<file path="src/hw/rtl/dltq_pkg.sv">
package dltq_pkg;

    // operation codes
    localparam logic [1:0] OP_INSERT = 2'd0;
    localparam logic [1:0] OP_DELETE = 2'd1;
    localparam logic [1:0] OP_POP    = 2'd2;
    localparam logic [1:0] OP_UNUSED = 2'd3;

    // result status codes
    localparam logic [1:0] STAT_OK       = 2'd0;
    localparam logic [1:0] STAT_FULL     = 2'd1;
    localparam logic [1:0] STAT_NOTFOUND = 2'd2;

    localparam int DELTA_W = 16;
    localparam int EVENT_W = 8;

    // one queue entry as stored in the entry memory
    typedef struct packed {
        logic [DELTA_W-1:0] delta;
        logic [EVENT_W-1:0] ev;
    } entry_t;

endpackage

</file>
<file path="src/hw/rtl/delta_list_timer_queue.sv">
// Delta-list timer queue: one request at a time, result strobed on done for one cycle.
// Refused requests are answered from idle. Pop, insert and delete cost one pass over
// the entry memory, one entry a cycle (one read and one write port, registered read).
// A new request is taken in the cycle its predecessor's result shows. The receiver
// cannot stall the result.
// Reset (rst_n low, async) empties the queue; memory contents are left as they are.
module delta_list_timer_queue
    import dltq_pkg::*;
#(
    parameter int QUEUE_DEPTH = 64
)
(
    input  logic                clk,
    input  logic                rst_n,
    input  logic                start,
    output logic                busy,
    input  logic [1:0]          op,
    input  logic [DELTA_W-1:0]  delay,
    input  logic [EVENT_W-1:0]  event_id,
    output logic                done,
    output logic [1:0]          status,
    output logic [EVENT_W-1:0]  out_event,
    output logic [DELTA_W-1:0]  out_delta
);

    // address width and count width (count must reach QUEUE_DEPTH)
    localparam int AW = (QUEUE_DEPTH > 1) ? $clog2(QUEUE_DEPTH) : 1;
    localparam int CW = $clog2(QUEUE_DEPTH + 1);

    // Sequencer states.
    //   INS_WALK  : walk from the soonest entry, subtracting deltas
    //   INS_SHPRE : issue read of the latest entry before the shift
    //   INS_SHIFT : move entries one place later, latest first
    //   PUT_OLD   : rewrite the displaced entry with its reduced delta
    //   PUT_NEW   : write the new entry, close the request
    //   DEL_SCAN  : search for the first matching event
    //   DEL_FOLD  : fold the removed delta into the next entry
    //   DEL_SHIFT : move entries one place sooner (also used by pop)
    //   POP       : capture the soonest entry
    typedef enum logic [3:0] {
        S_IDLE,
        S_INS_WALK,
        S_INS_SHPRE,
        S_INS_SHIFT,
        S_PUT_OLD,
        S_PUT_NEW,
        S_DEL_SCAN,
        S_DEL_FOLD,
        S_DEL_SHIFT,
        S_POP
    } state_t;

    // entry memory: one write port, one registered read port
    entry_t entry_mem [QUEUE_DEPTH];
    entry_t rd_data_reg;
    logic [AW-1:0] rd_addr;
    logic          mem_we;
    logic [AW-1:0] mem_waddr;
    entry_t        mem_wdata;

    always_ff @(posedge clk)
    begin
        if (mem_we)
        begin
            entry_mem[mem_waddr] <= mem_wdata;
        end
        rd_data_reg <= entry_mem[rd_addr];
    end

    // control and working registers
    state_t             state_reg,     state_next;
    logic [AW-1:0]      idx_reg,       idx_next;      // entry whose read data is valid now
    logic [AW-1:0]      pos_reg,       pos_next;      // insert / delete position
    logic [CW-1:0]      count_reg,     count_next;
    logic [1:0]         op_reg,        op_next;
    logic [DELTA_W-1:0] rem_reg,       rem_next;      // remaining delay during the walk
    logic [EVENT_W-1:0] ev_reg,        ev_next;
    logic [DELTA_W-1:0] cur_delta_reg, cur_delta_next;
    logic [EVENT_W-1:0] cur_ev_reg,    cur_ev_next;
    logic               done_reg,      done_next;
    logic [1:0]         status_reg,    status_next;
    logic [EVENT_W-1:0] out_event_reg, out_event_next;
    logic [DELTA_W-1:0] out_delta_reg, out_delta_next;

    // one bit wider than the count so position + 2 never wraps
    logic [CW:0]        count_x;
    logic [CW:0]        idx_p1;
    logic [CW:0]        pos_p2;
    logic [DELTA_W:0]   fold_sum;
    logic [DELTA_W-1:0] fold_sat;

    assign count_x  = {1'b0, count_reg};
    assign idx_p1   = (CW+1)'(idx_reg) + (CW+1)'(1);
    assign pos_p2   = (CW+1)'(pos_reg) + (CW+1)'(2);
    assign fold_sum = {1'b0, cur_delta_reg} + {1'b0, rd_data_reg.delta};
    assign fold_sat = fold_sum[DELTA_W] ? {DELTA_W{1'b1}} : fold_sum[DELTA_W-1:0];

    always_comb
    begin
        state_next     = state_reg;
        idx_next       = idx_reg;
        pos_next       = pos_reg;
        count_next     = count_reg;
        op_next        = op_reg;
        rem_next       = rem_reg;
        ev_next        = ev_reg;
        cur_delta_next = cur_delta_reg;
        cur_ev_next    = cur_ev_reg;
        done_next      = 1'b0;
        status_next    = status_reg;
        out_event_next = out_event_reg;
        out_delta_next = out_delta_reg;
        rd_addr        = '0;
        mem_we         = 1'b0;
        mem_waddr      = '0;
        mem_wdata      = rd_data_reg;

        unique case (state_reg)
            S_IDLE:
            begin
                // address 0 is read here so the walk, scan or pop starts with data
                rd_addr = '0;
                if (start)
                begin
                    op_next        = op;
                    rem_next       = delay;
                    ev_next        = event_id;
                    idx_next       = '0;
                    out_event_next = '0;
                    out_delta_next = '0;
                    unique case (op)
                        OP_INSERT:
                        begin
                            if (count_reg == CW'(QUEUE_DEPTH))
                            begin
                                done_next   = 1'b1;
                                status_next = STAT_FULL;
                            end
                            else if (count_reg == '0)
                            begin
                                pos_next   = '0;
                                state_next = S_PUT_NEW;
                            end
                            else
                            begin
                                state_next = S_INS_WALK;
                            end
                        end
                        OP_DELETE:
                        begin
                            if (count_reg == '0)
                            begin
                                done_next   = 1'b1;
                                status_next = STAT_NOTFOUND;
                            end
                            else
                            begin
                                state_next = S_DEL_SCAN;
                            end
                        end
                        OP_POP:
                        begin
                            if (count_reg == '0)
                            begin
                                done_next   = 1'b1;
                                status_next = STAT_NOTFOUND;
                            end
                            else
                            begin
                                state_next = S_POP;
                            end
                        end
                        default:
                        begin
                            done_next   = 1'b1;
                            status_next = STAT_NOTFOUND;
                        end
                    endcase
                end
            end

            S_INS_WALK:
            begin
                // read ahead; a read past the stop point is simply unused
                rd_addr = idx_reg + AW'(1);
                if (rem_reg >= rd_data_reg.delta)
                begin
                    rem_next = rem_reg - rd_data_reg.delta;
                    if (idx_p1 == count_x)
                    begin
                        // goes after every entry
                        pos_next   = AW'(count_reg);
                        state_next = S_PUT_NEW;
                    end
                    else
                    begin
                        idx_next = idx_reg + AW'(1);
                    end
                end
                else
                begin
                    pos_next       = idx_reg;
                    cur_delta_next = rd_data_reg.delta;
                    cur_ev_next    = rd_data_reg.ev;
                    state_next     = (idx_p1 < count_x) ? S_INS_SHPRE : S_PUT_OLD;
                end
            end

            S_INS_SHPRE:
            begin
                rd_addr    = AW'(count_reg - CW'(1));
                idx_next   = AW'(count_reg - CW'(1));
                state_next = S_INS_SHIFT;
            end

            S_INS_SHIFT:
            begin
                mem_we    = 1'b1;
                mem_waddr = idx_reg + AW'(1);
                mem_wdata = rd_data_reg;
                if (idx_reg == pos_reg + AW'(1))
                begin
                    state_next = S_PUT_OLD;
                end
                else
                begin
                    rd_addr  = idx_reg - AW'(1);
                    idx_next = idx_reg - AW'(1);
                end
            end

            S_PUT_OLD:
            begin
                mem_we          = 1'b1;
                mem_waddr       = pos_reg + AW'(1);
                mem_wdata.delta = cur_delta_reg - rem_reg;
                mem_wdata.ev    = cur_ev_reg;
                state_next      = S_PUT_NEW;
            end

            S_PUT_NEW:
            begin
                mem_we          = 1'b1;
                mem_waddr       = pos_reg;
                mem_wdata.delta = rem_reg;
                mem_wdata.ev    = ev_reg;
                count_next      = count_reg + CW'(1);
                done_next       = 1'b1;
                status_next     = STAT_OK;
                state_next      = S_IDLE;
            end

            S_DEL_SCAN:
            begin
                rd_addr = idx_reg + AW'(1);
                if (rd_data_reg.ev == ev_reg)
                begin
                    if (idx_p1 < count_x)
                    begin
                        pos_next       = idx_reg;
                        cur_delta_next = rd_data_reg.delta;
                        state_next     = S_DEL_FOLD;
                    end
                    else
                    begin
                        // latest entry: its delta is dropped
                        count_next  = count_reg - CW'(1);
                        done_next   = 1'b1;
                        status_next = STAT_OK;
                        state_next  = S_IDLE;
                    end
                end
                else if (idx_p1 == count_x)
                begin
                    done_next   = 1'b1;
                    status_next = STAT_NOTFOUND;
                    state_next  = S_IDLE;
                end
                else
                begin
                    idx_next = idx_reg + AW'(1);
                end
            end

            S_DEL_FOLD:
            begin
                // read data is the entry after the removed one
                mem_we          = 1'b1;
                mem_waddr       = pos_reg;
                mem_wdata.delta = fold_sat;
                mem_wdata.ev    = rd_data_reg.ev;
                if (pos_p2 < count_x)
                begin
                    rd_addr    = pos_reg + AW'(2);
                    idx_next   = pos_reg + AW'(2);
                    state_next = S_DEL_SHIFT;
                end
                else
                begin
                    count_next  = count_reg - CW'(1);
                    done_next   = 1'b1;
                    status_next = STAT_OK;
                    state_next  = S_IDLE;
                end
            end

            S_DEL_SHIFT:
            begin
                mem_we    = 1'b1;
                mem_waddr = idx_reg - AW'(1);
                mem_wdata = rd_data_reg;
                if (idx_p1 == count_x)
                begin
                    count_next  = count_reg - CW'(1);
                    done_next   = 1'b1;
                    status_next = STAT_OK;
                    state_next  = S_IDLE;
                    if (op_reg == OP_POP)
                    begin
                        out_event_next = cur_ev_reg;
                        out_delta_next = cur_delta_reg;
                    end
                end
                else
                begin
                    rd_addr  = idx_reg + AW'(1);
                    idx_next = idx_reg + AW'(1);
                end
            end

            S_POP:
            begin
                cur_delta_next = rd_data_reg.delta;
                cur_ev_next    = rd_data_reg.ev;
                if (count_reg == CW'(1))
                begin
                    count_next     = '0;
                    done_next      = 1'b1;
                    status_next    = STAT_OK;
                    out_event_next = rd_data_reg.ev;
                    out_delta_next = rd_data_reg.delta;
                    state_next     = S_IDLE;
                end
                else
                begin
                    rd_addr    = AW'(1);
                    idx_next   = AW'(1);
                    state_next = S_DEL_SHIFT;
                end
            end

            default:
            begin
                state_next = S_IDLE;
            end
        endcase
    end

    always_ff @(posedge clk or negedge rst_n)
    begin
        if (!rst_n)
        begin
            state_reg     <= S_IDLE;
            idx_reg       <= '0;
            pos_reg       <= '0;
            count_reg     <= '0;
            op_reg        <= OP_INSERT;
            rem_reg       <= '0;
            ev_reg        <= '0;
            cur_delta_reg <= '0;
            cur_ev_reg    <= '0;
            done_reg      <= 1'b0;
            status_reg    <= STAT_OK;
            out_event_reg <= '0;
            out_delta_reg <= '0;
        end
        else
        begin
            state_reg     <= state_next;
            idx_reg       <= idx_next;
            pos_reg       <= pos_next;
            count_reg     <= count_next;
            op_reg        <= op_next;
            rem_reg       <= rem_next;
            ev_reg        <= ev_next;
            cur_delta_reg <= cur_delta_next;
            cur_ev_reg    <= cur_ev_next;
            done_reg      <= done_next;
            status_reg    <= status_next;
            out_event_reg <= out_event_next;
            out_delta_reg <= out_delta_next;
        end
    end

    assign busy      = (state_reg != S_IDLE);
    assign done      = done_reg;
    assign status    = status_reg;
    assign out_event = out_event_reg;
    assign out_delta = out_delta_reg;

endmodule

</file>
<file path="config.mk">
export PLATFORM = sky130hd
export DESIGN_NAME = delta_list_timer_queue
export DESIGN_NICKNAME = d
export VERILOG_FILES = /design/src/hw/rtl/dltq_pkg.sv /design/src/hw/rtl/delta_list_timer_queue.sv
export SDC_FILE = /design/constraint.sdc
export NUM_CORES = 2
export LEC_CHECK = 0
export BUFFER_PORTS_ARGS = -buffer_cell sky130_fd_sc_hd__buf_4
export CELL_PAD_IN_SITES_DETAIL_PLACEMENT = 0
export CELL_PAD_IN_SITES_GLOBAL_PLACEMENT = 1
export CORE_MARGIN = 8
export CORE_UTILIZATION = 54
export DETAILED_ROUTE_END_ITERATION = 8
export PLACE_DENSITY = 0.91
export RECOVER_POWER = 50
export SLEW_MARGIN = 20
export SYNTH_ARGS = -nofsm -noshare
export SYNTH_HDL_FRONTEND = slang
export SYNTH_SLANG_ARGS = --single-unit
</file>
<file path="constraint.sdc">
create_clock -name clk -period 8.59 [get_ports clk]
set_clock_uncertainty 0.15 [all_clocks]
set_input_delay 1.2885 -clock clk [delete_from_list [all_inputs] [get_ports clk]]
set_output_delay 1.2885 -clock clk [all_outputs]
set_load 0.03 [all_outputs]
</file>
# ---- Word-level counts from Yosys, hierarchy flattened
# Memory sizes are Yosys's and may differ from the RTL's. A register that Yosys moved wholly into a read port is not among the register bits.
# Cells that the tools add are included.
dict set report op_classes {
  mux 90
  n_eq_ne 44
  addsub 11
  magnitude_cmp 3
  reduce_logical 26
}
# operator n
set op_table {}
lappend op_table {{$mux 16} 10}
lappend op_table {{$mux 6} 18}
lappend op_table {{$pmux 16 s3} 2}
lappend op_table {{$pmux 24 s3} 1}
lappend op_table {{$pmux 6 s8} 1}
lappend op_table {{$mux 4} 11}
lappend op_table {{$mux 8} 5}
lappend op_table {{$pmux 4 s9} 1}
lappend op_table {{$pmux 6 s6} 1}
lappend op_table {{$mux 7} 5}
lappend op_table {{$pmux 7 s5} 1}
lappend op_table {{$ne 2x2->1 const B} 17}
lappend op_table {{$pmux 16 s2} 1}
lappend op_table {{$sub 16x16->16} 2}
lappend op_table {{$ne 3x3->1 const B} 8}
lappend op_table {{$pmux 6 s4} 1}
lappend op_table {{$pmux 8 s3} 1}
lappend op_table {{$mux 2} 9}
lappend op_table {{$pmux 6 s3} 1}
lappend op_table {{$add 16x16->17} 1}
lappend op_table {{$eq 4x3->1 const B} 4}
lappend op_table {{$ge 16x16->1} 1}
lappend op_table {{$pmux 8 s2} 1}
lappend op_table {{$lt 7x7->1} 2}
lappend op_table {{45 further kinds} 69}
dict set report word_totals {
  input_bits 29
  out_inout_bits 28
  mem_bits_rw 1536
  n_memories 1
  regBits 100
}
# name depth word_bits rd rd_ports_with_merged_regs wr line_no
set memory_table {}
lappend memory_table {entry_mem 64 24 1 1 1 delta_list_timer_queue.sv:54} ;# entry_t entry_mem [QUEUE_DEPTH];

# ---- Longest topological paths before layout
dict set report logic_depth {
  word_depth 6
  mapped_depth 20
  depth_no_buf 15
}

# ---- Least setup slack after synthesis
# Ideal clock, no wire load.
dict set report synth_path {
  path_kind {reg-to-reg}
  from {register rd_data_reg[8] (netlist name)}
  to {memory entry_mem[0][15] (netlist name), data pin}
  path_stages_with_launch 13
  setup_slack_ns 2.514
  n_path_buf 0
  t_arrival_ns 5.173
  synth_period_minus_slack_ns 6.076
  cell_sequence {dfxtp_1 > ha_1 > inv_1 > fa_1 > nor2b_1 > o21ai_0 > a21boi_0 > o211ai_1 > a211oi_1 > o311ai_0 > a21oi_1 > nor2_1 > a222oi_1}
}
# element line_no
set synth_rtl {}
lappend synth_rtl {{end: declaration} delta_list_timer_queue.sv:54}

# ---- Worst setup path after layout
dict set report layout_path {
  from {register state_reg[0]}
  to {register rd_data_reg[10] (netlist name)}
}
dict set report layout_between {
  elab_chain_cells 3
}
# element line_no
set layout_rtl {}
lappend layout_rtl {{start: declaration} delta_list_timer_queue.sv:71} ;# state_t state_reg, state_next;
lappend layout_rtl {{start signal: assignment} delta_list_timer_queue.sv:379} ;# state_reg <= state_next;
lappend layout_rtl {{$eq 4x3->1 / $eq 4x1->1 (equally long branches)} delta_list_timer_queue.sv:118} ;# unique case (state_reg)
lappend layout_rtl {{$reduce_or 2->1 (no line)} --}
lappend layout_rtl {{$pmux 6 s6 (*)} delta_list_timer_queue.sv:118}
# Mark *: on every way between the ends. The rest lies on a longest branch, timed or not.
# A chain may end at the register's enable or synchronous reset.

==> run_results.csv <==
group,metric,value,unit
critical_path,r2r_slack,1110,ps
routing,wl,191,mm
cts,cts_hold_buf,0,
sta,max_slew_margin,-144,%
global_routing,antenna_found_initial,9,
critical_path,path_buf_inv,1,
pwr,p_clk_share,43.7,%
routing,drtAntennaViolNets,0,
cts,cts_tree,"done",
routing,routedWlPerCell,30.9,um
sta,worst_pin_slew,3650,ps
critical_path,crit_path_max_incr_delay,1260,ps
global_routing,grt_max_degree,155,
placed_design,gp_congestion,0.947,
logic_synthesis,synthArstFlopShare,6.02,%
routing,wl_met1,66.8,mm
critical_path,worst_ep_arrival_time,8080,ps
critical_path,cp_cell_sequence,"clkbuf_1 -> nand3_1 -> a211oi_4 -> a221oi_1 -> o21a_2 -> nor2_1 -> nand2_1 -> o21ai_0 -> a211o_1",
cts,cts.path.max_buffers,3,
critical_path,worst_path_max_delay_cell,"clkbuf_1",
cts,cts-htree-levels,4,
final_layout,drive_above_1_share,15.9,%
die,die_area,139000,um2
global_routing,grt-ovfl-total,0,
sta,layout_min_cycle_time,7480,ps
die,die_h,372,um
final_layout,num-nets-final,4478,
critical_path,cp-start-kind,"flop",
min_path,hold_path_class,"flop to flop",
pwr,power_density,204,nW/um2
routing,drtIter0Drc,6083,
logic_synthesis,synth_area_per_cell,16.1,um2
die,io_pins,57,
run_status,status,"complete, but fails checks",
logic_synthesis,ys_seq_area_share,71.7,%
routing,avgViaCountPerCell,6.63,
cts,clk_pin_slew,60,ps
cts,postCtsSetupBuffers,0,
logic_synthesis,synth_edf_count,1536,
pwr,power.share.switching,19.8,%
global_routing,grt_usage,27.3,%
logic_synthesis,synthCells,4251,
die,core-area,126000,um2
sta,max_freq,134,MHz
critical_path,worst_path_dominant_cell_family,"compound AO/OA/AOI/OAI gates",
critical_path,cp.required,9190,ps
die,die_x,372,um
placed_design,hpwl,111,mm
critical_path,end_kind,"flop",
routing,wl_met3,24.2,mm
cts,cts_sinks,1660,
logic_synthesis,ys.flop_type,"edfxtp_1",
die,start_util,54.5,%
die,rows,130,
logic_synthesis,synth_nets,4356,
cts,cts_resized,0,
job,maxCapViolCount,50,
placed_design,port_buffers,56,
logic_synthesis,ys_warn_count,0,
global_routing,grt_pass1_vias,39800,
routing,drcViolationCount,0,
cts,clk_latency,810,ps
run_status,violations,"capacitance limit, slew limit",
logic_synthesis,synth_area,68500,um2
pwr,ir_drop,181,uV
pwr,switching_power,3.07,mW
global_routing,grt_pass1_wl,274,mm
logic_synthesis,synth-seq-cells,1660,
pwr,leakagePower,21.7,nW
pwr,p_comb_share,0.2,%
logic_synthesis,yosysUniqueCellTypes,89,
routing,wl_met2,87.6,mm
pwr,intPower,12.4,mW
final_layout,largest_register_ffs,1536,
routing,vias,40800,
final_layout,synthToLayoutAreaGrowth,11.1,%
pwr,seq_power_share,56.1,%
sta,slew_viol_final,1666,
critical_path,path_class,"flop to flop",
critical_path,cp_max_fo,34,
sta,hold_viol_final,0,
cts,cts_buffers,161,
sta,period_share,87.0,%
sta,setup_viol,0,
sta,rsz0062_at_grt,"no",
cts,cts_root_buf,"clkbuf_16",
sta,fin_setup_tns,0,ps
routing,routed.top_layer,"met5",
final_layout,final_util,60.6,%
routing,firstDrtPassIters,6,
per-stage QoR:
| stage | std cells | setup slack (ps) | hold slack (ps) | power, mW | instance area (um2) |
|---|---|---|---|---|---|
| CTS | 6151 | 2360 | 359 | 15.5 | 76500 |
| floorplan | 4251 | 2510 | 300 | 8.88 | 68500 |
| finish | 6160 | 1110 | 360 | 15.5 | 76100 |
| global route | 6151 | 1060 | 376 | 15.8 | 76100 |
| global placement | 5856 | 2190 | 326 | 8.90 | 71400 |
| detailed placement | 5860 | 2410 | 343 | 8.90 | 71500 |
path summary, 6_finish.rpt:
check                              from         endpoint  depth (start not counted)
max in group asynchronous         rst_n      rem_reg[15]                          2
max                        state_reg[0]  rd_data_reg[10]                          9
min                           op_reg[1]        op_reg[1]                          2
max reg2reg                state_reg[0]  rd_data_reg[10]                          9
min reg2reg                   op_reg[1]        op_reg[1]                          2
min in group asynchronous         rst_n       idx_reg[5]                          1
cell usage after synthesis, drive strengths merged (13+ instances only):
| cell type | n | area share [%] |
|---|---|---|
| edfxtp | 1536 | 67 |
| nand2 | 624 | 3.4 |
| mux4 | 254 | 8.3 |
| nand3 | 185 | 1.4 |
| nor2 | 177 | 0.98 |
| mux2i | 130 | 1.9 |
| buf | 126 | 1.1 |
| o21ai | 123 | 0.90 |
| clkbuf | 109 | 0.60 |
| a21oi | 105 | 0.79 |
| dfrtp | 100 | 3.7 |
| ha | 73 | 1.3 |
| inv | 71 | 0.39 |
| a32oi | 69 | 0.88 |
| a31oi | 46 | 0.42 |
| nand4 | 41 | 0.37 |
| xnor2 | 37 | 0.47 |
| mux2 | 34 | 0.56 |
| a22oi | 31 | 0.34 |
| xor2 | 25 | 0.32 |
| dfxtp | 24 | 0.70 |
| a22o | 23 | 0.29 |
| o211ai | 22 | 0.24 |
| o22ai | 21 | 0.19 |
| nor3 | 20 | 0.15 |
| a221oi | 19 | 0.25 |
| o221ai | 18 | 0.23 |
| a21o | 17 | 0.19 |
| o2111ai | 17 | 0.23 |
| o21a | 16 | 0.18 |
| a211o | 14 | 0.18 |
| and3 | 13 | 0.12 |
area by class of cell:
type	count	area [um2]
Sequential cell	1660	49100
Tap cell	1650	2060
Fill cell	8696	49600
Inverter	71	267
Clock buffer	212	4280
Antenna cell	9	22.5
Multi-Input combinational cell	2285	18500
Clock inverter	79	701
Timing Repair Buffer	194	1230
routing by layer:
metal  track usage (%)  vias to the layer above
met5                 0                        -
met4              15.3                        4
met3              7.11                      556
met2              41.9                     2928
met1              35.5                    20400
li1                  -                    16900
worst register-to-register path, delay by kind of cell (launching register included):
family          cells  cell delay [ps]
compound gates      5             2820
buf+inv             1             1260
flops               1             1050
simple gates        3             2150
logic make-up (layout without fill, tap and decap cells):
family                     Yosys count  count (layout)  synth area share (%)
xor gates and xnor gates            62              62                 0.793
other                                0               9                     0
AOI/OAI and AO/OA                  609             609                  6.22
adders and majority gates           76              76                  1.42
and+or+nand+nor                   1120            1120                  7.00
DFF                               1660            1660                  71.7
muxes                              418             418                  10.8
buffers and inverters              306             556                  2.09
cells in the final DEF (no fill, tap or decap), types with 25 or more instances in the layout:
cell	netlist	layout
nand2_1	624	623
a31oi_1	46	46
ha_1	73	73
inv_1	71	71
clkbuf_16	0	162
dfrtp_1	100	100
o21ai_0	117	111
xor2_1	25	25
clkinv_1	0	26
a21oi_1	102	99
mux2i_1	130	130
buf_4	40	107
clkbuf_1	108	127
nand4_1	41	41
nor2_1	174	128
nor2_2	3	45
a32oi_1	69	63
nand3_1	185	185
xnor2_1	37	37
clkinv_2	0	29
mux2_2	33	33
mux4_2	254	254
a22oi_1	31	31
edfxtp_1	1536	1536
power groups by stage:
| stage | logic, mW | clock network (mW) | registers (mW) |
|---|---|---|---|
| 2_1_floorplan | 0.00646 | 0 | 8.87 |
| 3_3_place_gp | 0.0303 | 0 | 8.87 |
| 3_5_place_dp | 0.0302 | 0 | 8.87 |
| 4_1_cts | 0.0303 | 6.81 | 8.70 |
| 5_1_grt | 0.0328 | 7.09 | 8.69 |
| 6_report | 0.0289 | 6.77 | 8.70 |
(Power assumes the default switching activity.)
